==> src/shrw_ram.sv <==
`timescale 1ns / 1ps
`default_nettype none

module shrw_ram #(
    parameter int DATA_W = 8,
    parameter int DEPTH  = 16,
    parameter int ADDR_W = (DEPTH > 1) ? $clog2(DEPTH) : 1
) (
    input  wire logic              clk,
    input  wire logic              wr_en,
    input  wire logic [ADDR_W-1:0] wr_addr,
    input  wire logic [DATA_W-1:0] wr_data,
    input  wire logic              rd_en,
    input  wire logic [ADDR_W-1:0] rd_addr,
    output logic      [DATA_W-1:0] rd_data
);

    logic [DATA_W-1:0] mem [DEPTH];

    always_ff @(posedge clk)
    begin
        if (wr_en)
        begin
            mem[wr_addr] <= wr_data;
        end
    end

    always_ff @(posedge clk)
    begin
        if (rd_en)
        begin
            rd_data <= mem[rd_addr];
        end
    end

endmodule

`default_nettype wire

==> config.mk <==
export PLATFORM = sky130hd
export DESIGN_NAME = shrw_ram
export DESIGN_NICKNAME = d
export VERILOG_FILES = /design/src/shrw_ram.sv
export SDC_FILE = /design/constraint.sdc
export NUM_CORES = 1
export LEC_CHECK = 0
export ABC_AREA = 1
export ABC_CLOCK_PERIOD_IN_PS = 2700
export BUFFER_PORTS_ARGS = -buffer_cell sky130_fd_sc_hd__clkbuf_2
export CORE_UTILIZATION = 45
export CTS_CLUSTER_DIAMETER = 120
export CTS_CLUSTER_SIZE = 16
export DETAILED_ROUTE_END_ITERATION = 16
export PLACE_DENSITY = 0.73
export SYNTH_ARGS = -nofsm -noshare
export SYNTH_HDL_FRONTEND = slang
export SYNTH_SLANG_ARGS = --single-unit
==> constraint.sdc <==
create_clock -name clk -period 2.7 [get_ports clk]
set_input_delay 0.405 -clock clk [delete_from_list [all_inputs] [get_ports clk]]
set_output_delay 0.405 -clock clk [all_outputs]
set_load 0.01 [all_outputs]
==> impl_metrics.env <==
export IMPL_wl_um=13100
export IMPL_crit_family="buffers and inverters"
export IMPL_antenna_left=0
export IMPL_placed_cell_area_um2=6060
export IMPL_htree_levels=4
export IMPL_reg2regPathDepth=6
export IMPL_syn_avg_cell_area_um2=10.6
export IMPL_fin_hold_ws_ns=0.417
export IMPL_core_region_area_um2=12600
export IMPL_clock_sinks=136
export IMPL_routabilityCongestion=0.927
export IMPL_synth_seq_cells=136
export IMPL_crit_required_ns=2.86
export IMPL_fin_crit_ns=1.59
export IMPL_cts_inserted_buffers=17
export IMPL_switchingPower_mw=1.10
export IMPL_post_cts_buffers=0
export IMPL_synth_compound_area_share_pct=0
export IMPL_synthSimpleGateAreaFrac_pct=20.8
export IMPL_finalSetupViolCount=0
export IMPL_grt_max_degree=65
export IMPL_firstDrtPassIters=7
export IMPL_synth_top_family_by_area="simple AND/OR/NAND/NOR gates"
export IMPL_most_common_layout_cells="173 x nand2_1, 136 x edfxtp_1, 100 x inv_1"
export IMPL_drt_iter0_drc=295
export IMPL_dieArea_um2=13500
export IMPL_cp_slowest_cell="buf_4"
export IMPL_cp_max_fo=26
export IMPL_synth_seq_area_share_pct=69.8
export IMPL_hold_viol=0
export IMPL_power_mw=4.92
export IMPL_synth_distinct_cells=11
export IMPL_yosys_warnings=0
export IMPL_cp_num_buf_inv=3
export IMPL_cts_root_buf="clkbuf_16"
export IMPL_gr_total_overflow=0
export IMPL_p_comb_share_pct=5.6
export IMPL_r2r_start="mem[7][6]$_DFFE_PP_"
export IMPL_max_freq_mhz=629
export IMPL_critPathCaptureType="flip-flop"
export IMPL_numPortBuffers=26
export IMPL_antenna_found_initial=0
export IMPL_p_leak_nw=2.83
export IMPL_cp_start_kind="primary input"
export IMPL_syn_area_um2=5850
export IMPL_synth_xor_xnor_area_share_pct=0
export IMPL_numPlacedInstances=729
export IMPL_clkTransAtPathRegs_ns=0.06
export IMPL_final_cells=761
export IMPL_ios=27
export IMPL_die_y_um=116
export IMPL_hold_buffers=0
export IMPL_postLayoutCellArea_um2=6640
export IMPL_path_cells="clkbuf_2, inv_2, buf_4, nand2_1, nand3_1, nand3_1, nand3_1, nand2_1"
export IMPL_p_per_area_nw_per_um2=741
export IMPL_final_common_cell="nand2_1"
export IMPL_fp_row_count=41
export IMPL_viasPerCell=5.22
export IMPL_fin_skew_ns=0.00487
export IMPL_status="complete, no violations"
export IMPL_path_class="in2reg"
export IMPL_grt_pass1_vias=3902
export IMPL_holdCritPathClass="in2reg"
export IMPL_drc=0
export IMPL_power_share_switching_pct=22.4
export IMPL_hold_start="rd_en"
export IMPL_vias=3972
export IMPL_start_util_pct=46.3
export IMPL_hold_end="rd_data[7]$_DFFE_PP_"
export IMPL_drt_wirelength_per_cell_um=17.2
export IMPL_cpPeakStageDelay_ns=0.37
export IMPL_pwr_share_clk_pct=45.6
export IMPL_holdPathStages=1
export IMPL_clkLatencyLatePin_ns=0.41
export IMPL_fp_dieW_um=116
export IMPL_post_cts_resized=0
export IMPL_ir_worst_vdd_mv=0.347
export IMPL_drive_above_1_share_pct=10.7
export IMPL_rsz0062_at_grt="no"
export IMPL_grt_use_total_pct=21.4
export IMPL_r2r_end="rd_data[6]$_DFFE_PP_"
export IMPL_grt_pass1_wl_um=20500
export IMPL_syn_num_nets=570
export IMPL_nets=595
export IMPL_setup_tns_ns=0
export IMPL_synth_fa_ha_area_share_pct=0
export IMPL_cts_buffer_depth=2
export IMPL_internal_power_mw=3.82
export IMPL_fin_crit_sh_pct=58.9
export IMPL_postSynthCellCount=551
export IMPL_dp_hpwl_um=8310
export IMPL_tightest_slew_ns=0.782
export IMPL_relSlewSlack_pct=47.6
export IMPL_diodes=0
export IMPL_arrival_ns=1.75
export IMPL_area_growth_synth_to_final_pct=13.5
export IMPL_maxCapViolCount=0
export IMPL_maxSlewViolCount=0
export IMPL_r2r_setup_slack_ns=1.52
export IMPL_crit_top_cell="nand3_1"
export IMPL_cts_tree="done"
export IMPL_synth_mux_area_share_pct=0
export IMPL_pwr_share_seq_pct=48.8
per-stage QoR:
| stage | utilization [%] | setup slack (ns) |
|---|---|---|
| after floorplan | - | 1.34 |
| after global placement | 48.0 | 0.731 |
| after detailed placement | 48.0 | 0.712 |
| after CTS | 52.6 | 1.14 |
| after global routing | 52.6 | 1.01 |
| final | 52.6 | 1.11 |
area by class of cell:
type                    count  area, um^2
well taps                 172         215
clock buffers              18         429
fillers                  1115        5980
multi-input cells         289        1210
repair buffers             30         160
flip-flops and latches    136        4080
inverters                 102         383
clock inverters            14         153
state kept, by name (all words and copies together), names as in the netlist:
register  count
mem         128
rd_data       8
layer usage:
layer	part of all wire (%)	wire length, um	global-route usage [%]	vias to the layer above
li1	-	-	-	1831
met1	41	5330	27.7	1929
met2	50	6580	35.0	190
met3	7.3	949	4.39	22
met4	1.7	223	9.06	0
met5	0	0	0	-
power by group through the flow:
| stage | Combinational (mW) | Clock [mW] | Sequential, mW |
|---|---|---|---|
| 3_3_place_gp | 0.269 | 0 | 2.44 |
| 5_1_grt | 0.305 | 2.35 | 2.40 |
| 6_report | 0.276 | 2.24 | 2.40 |
| 2_1_floorplan | 0.167 | 0 | 2.44 |
| 3_5_place_dp | 0.273 | 0 | 2.44 |
| 4_1_cts | 0.276 | 2.26 | 2.40 |
worst max-delay path by stage:
stage | end | startpoint | cells past startpoint | slack [ns]
floorplan | mem[10][0]$_DFFE_PP_ | wr_addr[2] | 2 | 1.34
global placement | rd_data[0]$_DFFE_PP_ | rd_addr[0] | 8 | 0.73
detailed placement | rd_data[0]$_DFFE_PP_ | rd_addr[0] | 8 | 0.71
CTS | rd_data[0]$_DFFE_PP_ | rd_addr[0] | 8 | 1.14
global route | rd_data[5]$_DFFE_PP_ | rd_addr[0] | 8 | 1.01
finish | rd_data[0]$_DFFE_PP_ | rd_addr[0] | 8 | 1.11
cell usage after synthesis:
master    instances  area [um^2]
nand2_1         173          649
edfxtp_1        136         4080
inv_1           100          375
nand3_1          97          485
nor2_1           17         63.8
buf_2            13         65.1
buf_6             6         67.6
buf_4             4         30.0
inv_2             2         7.51
nand3b_1          2         15.0
buf_1             1         3.75
kinds of logic after synthesis:
| logic type | count (synthesis) |
|---|---|
| buffers and inverters | 126 |
| flip-flops | 136 |
| AND/OR/NAND/NOR | 289 |
Note: power is estimated with default switching activity, not from simulation.
