===== src/shrw_pkg.sv =====
`timescale 1ns / 1ps
`default_nettype none

package shrw_pkg;

    localparam int RING_DEPTH     = 256;
    localparam int SNAPSHOT_LIMIT = 32;

    localparam int PTR_W  = (RING_DEPTH > 1) ? $clog2(RING_DEPTH) : 1;
    localparam int FILL_W = $clog2(RING_DEPTH + 1);
    localparam int CNT_W  = $clog2(SNAPSHOT_LIMIT + 1);
    localparam int SIZE_W = 6;
    localparam int TIME_W = 64;
    localparam int WORD_W = 32;

    localparam logic [TIME_W-1:0] MS_HOUR = 64'd3600000;
    localparam logic [TIME_W-1:0] MS_DAY  = 64'd86400000;
    localparam logic [TIME_W-1:0] MS_WEEK = 64'd604800000;

    localparam logic MODE_PUSH  = 1'b0;
    localparam logic MODE_QUERY = 1'b1;

    localparam logic [1:0] WIN_DAY  = 2'd1;
    localparam logic [1:0] WIN_WEEK = 2'd2;

    typedef struct packed {
        logic              mode;
        logic [TIME_W-1:0] time_ms;
        logic [WORD_W-1:0] voltage_word;
        logic [WORD_W-1:0] current_word;
        logic [WORD_W-1:0] temperature_word;
        logic [WORD_W-1:0] charge_word;
        logic [1:0]        window_sel;
    } sample_in_t;

    typedef struct packed {
        logic              sample_valid;
        logic [TIME_W-1:0] out_time_ms;
        logic [WORD_W-1:0] out_voltage;
        logic [WORD_W-1:0] out_current;
        logic [WORD_W-1:0] out_temperature;
        logic [WORD_W-1:0] out_charge;
        logic [SIZE_W-1:0] snapshot_size;
        logic [1:0]        window_echo;
        logic              last_of_run;
    } sample_out_t;

    typedef struct packed {
        logic [TIME_W-1:0] time_ms;
        logic [WORD_W-1:0] voltage;
        logic [WORD_W-1:0] current;
        logic [WORD_W-1:0] temperature;
        logic [WORD_W-1:0] charge;
    } entry_t;

    typedef struct packed {
        logic [TIME_W-1:0] a;
        logic [TIME_W-1:0] b;
    } sub_op_t;

    typedef struct packed {
        logic [TIME_W-1:0] diff;
        logic              borrow;
    } sub_res_t;

    typedef enum logic [2:0] {
        ST_IDLE,
        ST_SCAN_RD,
        ST_SCAN_CMP,
        ST_EMIT_RD,
        ST_EMIT_CAP,
        ST_OUT
    } state_t;

    function automatic logic [TIME_W-1:0] window_len(input logic [1:0] sel);
        logic [TIME_W-1:0] len;
        case (sel)
            WIN_DAY:  len = MS_DAY;
            WIN_WEEK: len = MS_WEEK;
            default:  len = MS_HOUR;
        endcase
        return len;
    endfunction

endpackage

`default_nettype wire


===== src/shrw_sub.sv =====
`timescale 1ns / 1ps
`default_nettype none

// shared 64-bit subtractor: cutoff = now - window, and timestamp >= cutoff via borrow
module shrw_sub
    import shrw_pkg::*;
(
    input  wire sub_op_t  op,
    output sub_res_t      res
);

    logic [TIME_W:0] wide;

    always_comb
    begin
        wide       = {1'b0, op.a} - {1'b0, op.b};
        res.diff   = wide[TIME_W-1:0];
        res.borrow = wide[TIME_W];
    end

endmodule

`default_nettype wire


===== config.mk =====
export PLATFORM = sky130hd
export DESIGN_NAME = shrw_sub
export DESIGN_NICKNAME = d
export VERILOG_FILES = /design/src/shrw_pkg.sv /design/src/shrw_sub.sv
export SDC_FILE = /design/constraint.sdc
export NUM_CORES = 1
export LEC_CHECK = 0
export BUFFER_PORTS_ARGS = -buffer_cell sky130_fd_sc_hd__buf_4
export CAP_MARGIN = 5
export CORE_MARGIN = 8
export CORE_UTILIZATION = 54
export DETAILED_ROUTE_END_ITERATION = 8
export GPL_TIMING_DRIVEN = 1
export PLACE_DENSITY = 0.95
export SYNTH_ARGS = -nofsm -noshare
export SYNTH_HDL_FRONTEND = slang
export SYNTH_SLANG_ARGS = --single-unit

===== constraint.sdc =====
create_clock -name vclk -period 7.27
set_clock_uncertainty 0.2 [all_clocks]
set_input_delay 1.0905 -clock vclk [all_inputs]
set_output_delay 1.0905 -clock vclk [all_outputs]
set_load 0.02 [all_outputs]

==> metrics list <==
- Outcome: finished, final reports clean
- Vias/cell: between 5 and 6
- Routability-driven placement finished with a final weighted congestion of 0.9369.
* Type of element capturing the critical path: primary output
* Area growth, synth to finish: 31.80%
* Worst VDD drop: 0.00007328 V
- In the finished design the tool counted flip-flops and latches totalling 0.
- The share of synthesized area in the top cell type comes to 19.18%.
- For this run, the post-layout net count is 973.
- In this run the post-CTS setup repair buffer count came out at 0.
- Buffers inserted to repair hold after CTS numbered 0.
* Share of post-route cells with drive strength above 1: 28.92%
* Final period util: ~72%
* Area of all placed cells without fillers: 5503 sq um
- The via count of the first global-routing pass was about 5,200.
- The floorplan has 32 rows.
- For this configuration, the core starts out at a cell density of a little over half.
- The Yosys step of the flow raised 0 warnings.
- The synthesized netlist occupies a cell area of 4175 sq um.
- Final-layout clock buffer total: 0
- Final Hold Vio Count: 0
- Critical path fanouts, max: 4
- Core footprint: 7607 sq um
- For this run, the top clock speed supported by timing is about 190 MHz.
- Synthesized instance count: 612
* Final critical path time including I/O delays and setup: ~5.3 ns
- Setup repair after global routing missed its margin: false
- Worst slack after detailed placement: 2.035 ns
- Leading cell type in the layout, fill and taps excluded: sky130_fd_sc_hd__buf_4
- Arrival time of data at the critical path endpoint: 3.98 ns
- In the post-synthesis netlist, the biggest area contributors are sky130_fd_sc_hd__ha_1 19%, sky130_fd_sc_hd__xnor2_1 8.6%, sky130_fd_sc_hd__a21oi_1 7.9%.
* Die Area: 10,800 sq um
- First-pass iteration count of the detailed router: 5
- Kind of critical path: primary input to primary output
- Chip width: approximately 100 um
- In this run, post-CTS repair resized a total of 0 instances.
* Kind of start point of the critical path: primary input
- Number of nets still failing antenna checks after routing: 0
- Commonest cells after routing, fill and taps aside: 193 x sky130_fd_sc_hd__buf_4, 84 x sky130_fd_sc_hd__inv_1, 66 x sky130_fd_sc_hd__a21oi_1
- The largest total area in the synthesized netlist belongs to sky130_fd_sc_hd__ha_1.
* Detailed Place HPWL: 12,230 um
- Drt total wl: 14,120 um
* Footprint of the flip-flops and latches: 0 sq um
- Number of top-level pins: around 190
* Overall global routing resource usage: 24.35%
- Entering global routing, the biggest net connects 12 pins.
- Setup violations remaining at the end of the flow were counted as 0.
- Worst setup margin: between 2 and 2.5 ns
- Final hold analysis gives a worst-case slack of ~2.4 ns.
* Post-route DRC violation count: 0
* Worst endpoint required time: between 5 and 6 ns
- Slew at the pin with the worst max-slew slack: between 0.5 and 0.6 ns
* Overflow left after global routing: 0
* Post-route setup TNS: 0 ns
- Dividing total power by cell area gives a power density of 120.6 nW/um^2.
- The completed layout was analyzed and its total power is between 0.0006 and 0.0007 W.
- Via count: 5,154
- Leakage power: 2.928 nW
* Starting DRT DRC Count: 254
- Antenna violations before repair: 0
- The worst pin sits at a relative slew slack of 63.91%.
* Proportion of synthesized chip area in sequential cells: 0%
- Final count of pins violating max slew: 0
- Synthesis produced a netlist with a net count of 805.
* Class of the tightest hold or removal check: primary input to primary output
- Height of the chip: 103.9 um
- Antenna Diode Count: 0
- In the final routed layout, each cell accounts on average for 16.04 um.
- During placement, the flow inserted port buffers numbering roughly 190.
* # Max-Cap Violations: 0
- Synth cell types: 73
- The first global-routing pass estimated 23,440 um of wire.
- Instance area after placement: ~5500 sq um
- Dividing the synthesized area by the synthesized cell count gives 6.822 sq um.
kinds of logic after synthesis:
family          count (synthesis)  share of synthesized area (%)
compound gates                206                          34.19
xor+xnor                       60                          12.59
fa+ha+maj                      65                          19.66
buf+inv                       111                          13.52
simple gates                  170                          20.05
layout make-up:
type                       instances  area [sq um]
fill                             632          2105
tap                              102         127.6
multi-input combinational        501          3611
timing repair buffer             193          1449
inverter                          84         315.3
power by group:
| group | internal [W] | switching (W) | total (W) |
|---|---|---|---|
| logic | 0.000290 | 0.000373 | 0.000664 |
| registers | 0 | 0 | 0 |
| clock network | 0 | 0 | 0 |
| total | 0.000290 | 0.000373 | 0.000664 |
metrics by stage:
step           std cells  utilization (%)
2_1_floorplan        612                -
3_3_place_gp         880            72.34
3_5_place_dp         880            72.34
4_1_cts              880            72.34
5_1_grt              880            72.34
6_report             880            72.34
Yosys cell counts, types with 3 or more instances:
master	number
sky130_fd_sc_hd__a22oi_1	3
sky130_fd_sc_hd__nor2_1	37
sky130_fd_sc_hd__xor2_1	19
sky130_fd_sc_hd__buf_2	7
sky130_fd_sc_hd__a21boi_0	3
sky130_fd_sc_hd__clkbuf_8	8
sky130_fd_sc_hd__nor3_1	9
sky130_fd_sc_hd__nor2b_1	6
sky130_fd_sc_hd__buf_6	5
sky130_fd_sc_hd__o21ai_2	3
sky130_fd_sc_hd__nand4_1	24
sky130_fd_sc_hd__nand2_1	49
sky130_fd_sc_hd__a211oi_1	3
sky130_fd_sc_hd__and3_1	5
sky130_fd_sc_hd__nand2b_1	5
sky130_fd_sc_hd__xnor2_1	41
sky130_fd_sc_hd__o21ai_0	21
sky130_fd_sc_hd__o211ai_1	4
sky130_fd_sc_hd__o21ai_1	8
sky130_fd_sc_hd__a21o_1	29
sky130_fd_sc_hd__clkbuf_1	5
sky130_fd_sc_hd__inv_1	84
sky130_fd_sc_hd__and2_1	3
sky130_fd_sc_hd__nand3_1	17
sky130_fd_sc_hd__a21oi_2	4
sky130_fd_sc_hd__a31oi_1	7
sky130_fd_sc_hd__o21bai_1	11
sky130_fd_sc_hd__o2111ai_1	3
sky130_fd_sc_hd__o21a_1	6
sky130_fd_sc_hd__ha_1	64
sky130_fd_sc_hd__a21oi_1	66
sky130_fd_sc_hd__o22ai_1	3
final timing paths:
path / start / end / slack [ns] / cells past startpoint
worst max-delay path: op[0] / res[0] / 2.00 / 14
worst min-delay path: op[0] / res[1] / 2.36 / 4
metal layers:
layer	track usage, %	wire [um]
met1	29.92	5860
met2	43.68	6894
met3	3.965	1097
met4	4.137	265
met5	0	0
critical path: stages:
cell and delay (ns):
sky130_fd_sc_hd__buf_4 0.11, sky130_fd_sc_hd__ha_1 0.21, sky130_fd_sc_hd__fa_1 0.42, sky130_fd_sc_hd__nor2b_2 0.20, sky130_fd_sc_hd__o31ai_4 0.09, sky130_fd_sc_hd__a31oi_4 0.22
sky130_fd_sc_hd__a41o_1 0.23, sky130_fd_sc_hd__o2111ai_1 0.11, sky130_fd_sc_hd__o211a_2 0.18, sky130_fd_sc_hd__o21bai_2 0.24, sky130_fd_sc_hd__a211oi_2 0.16, sky130_fd_sc_hd__nor4b_1 0.40
sky130_fd_sc_hd__o22ai_1 0.12, sky130_fd_sc_hd__buf_4 0.18
Power figures use the tool's default switching activity.
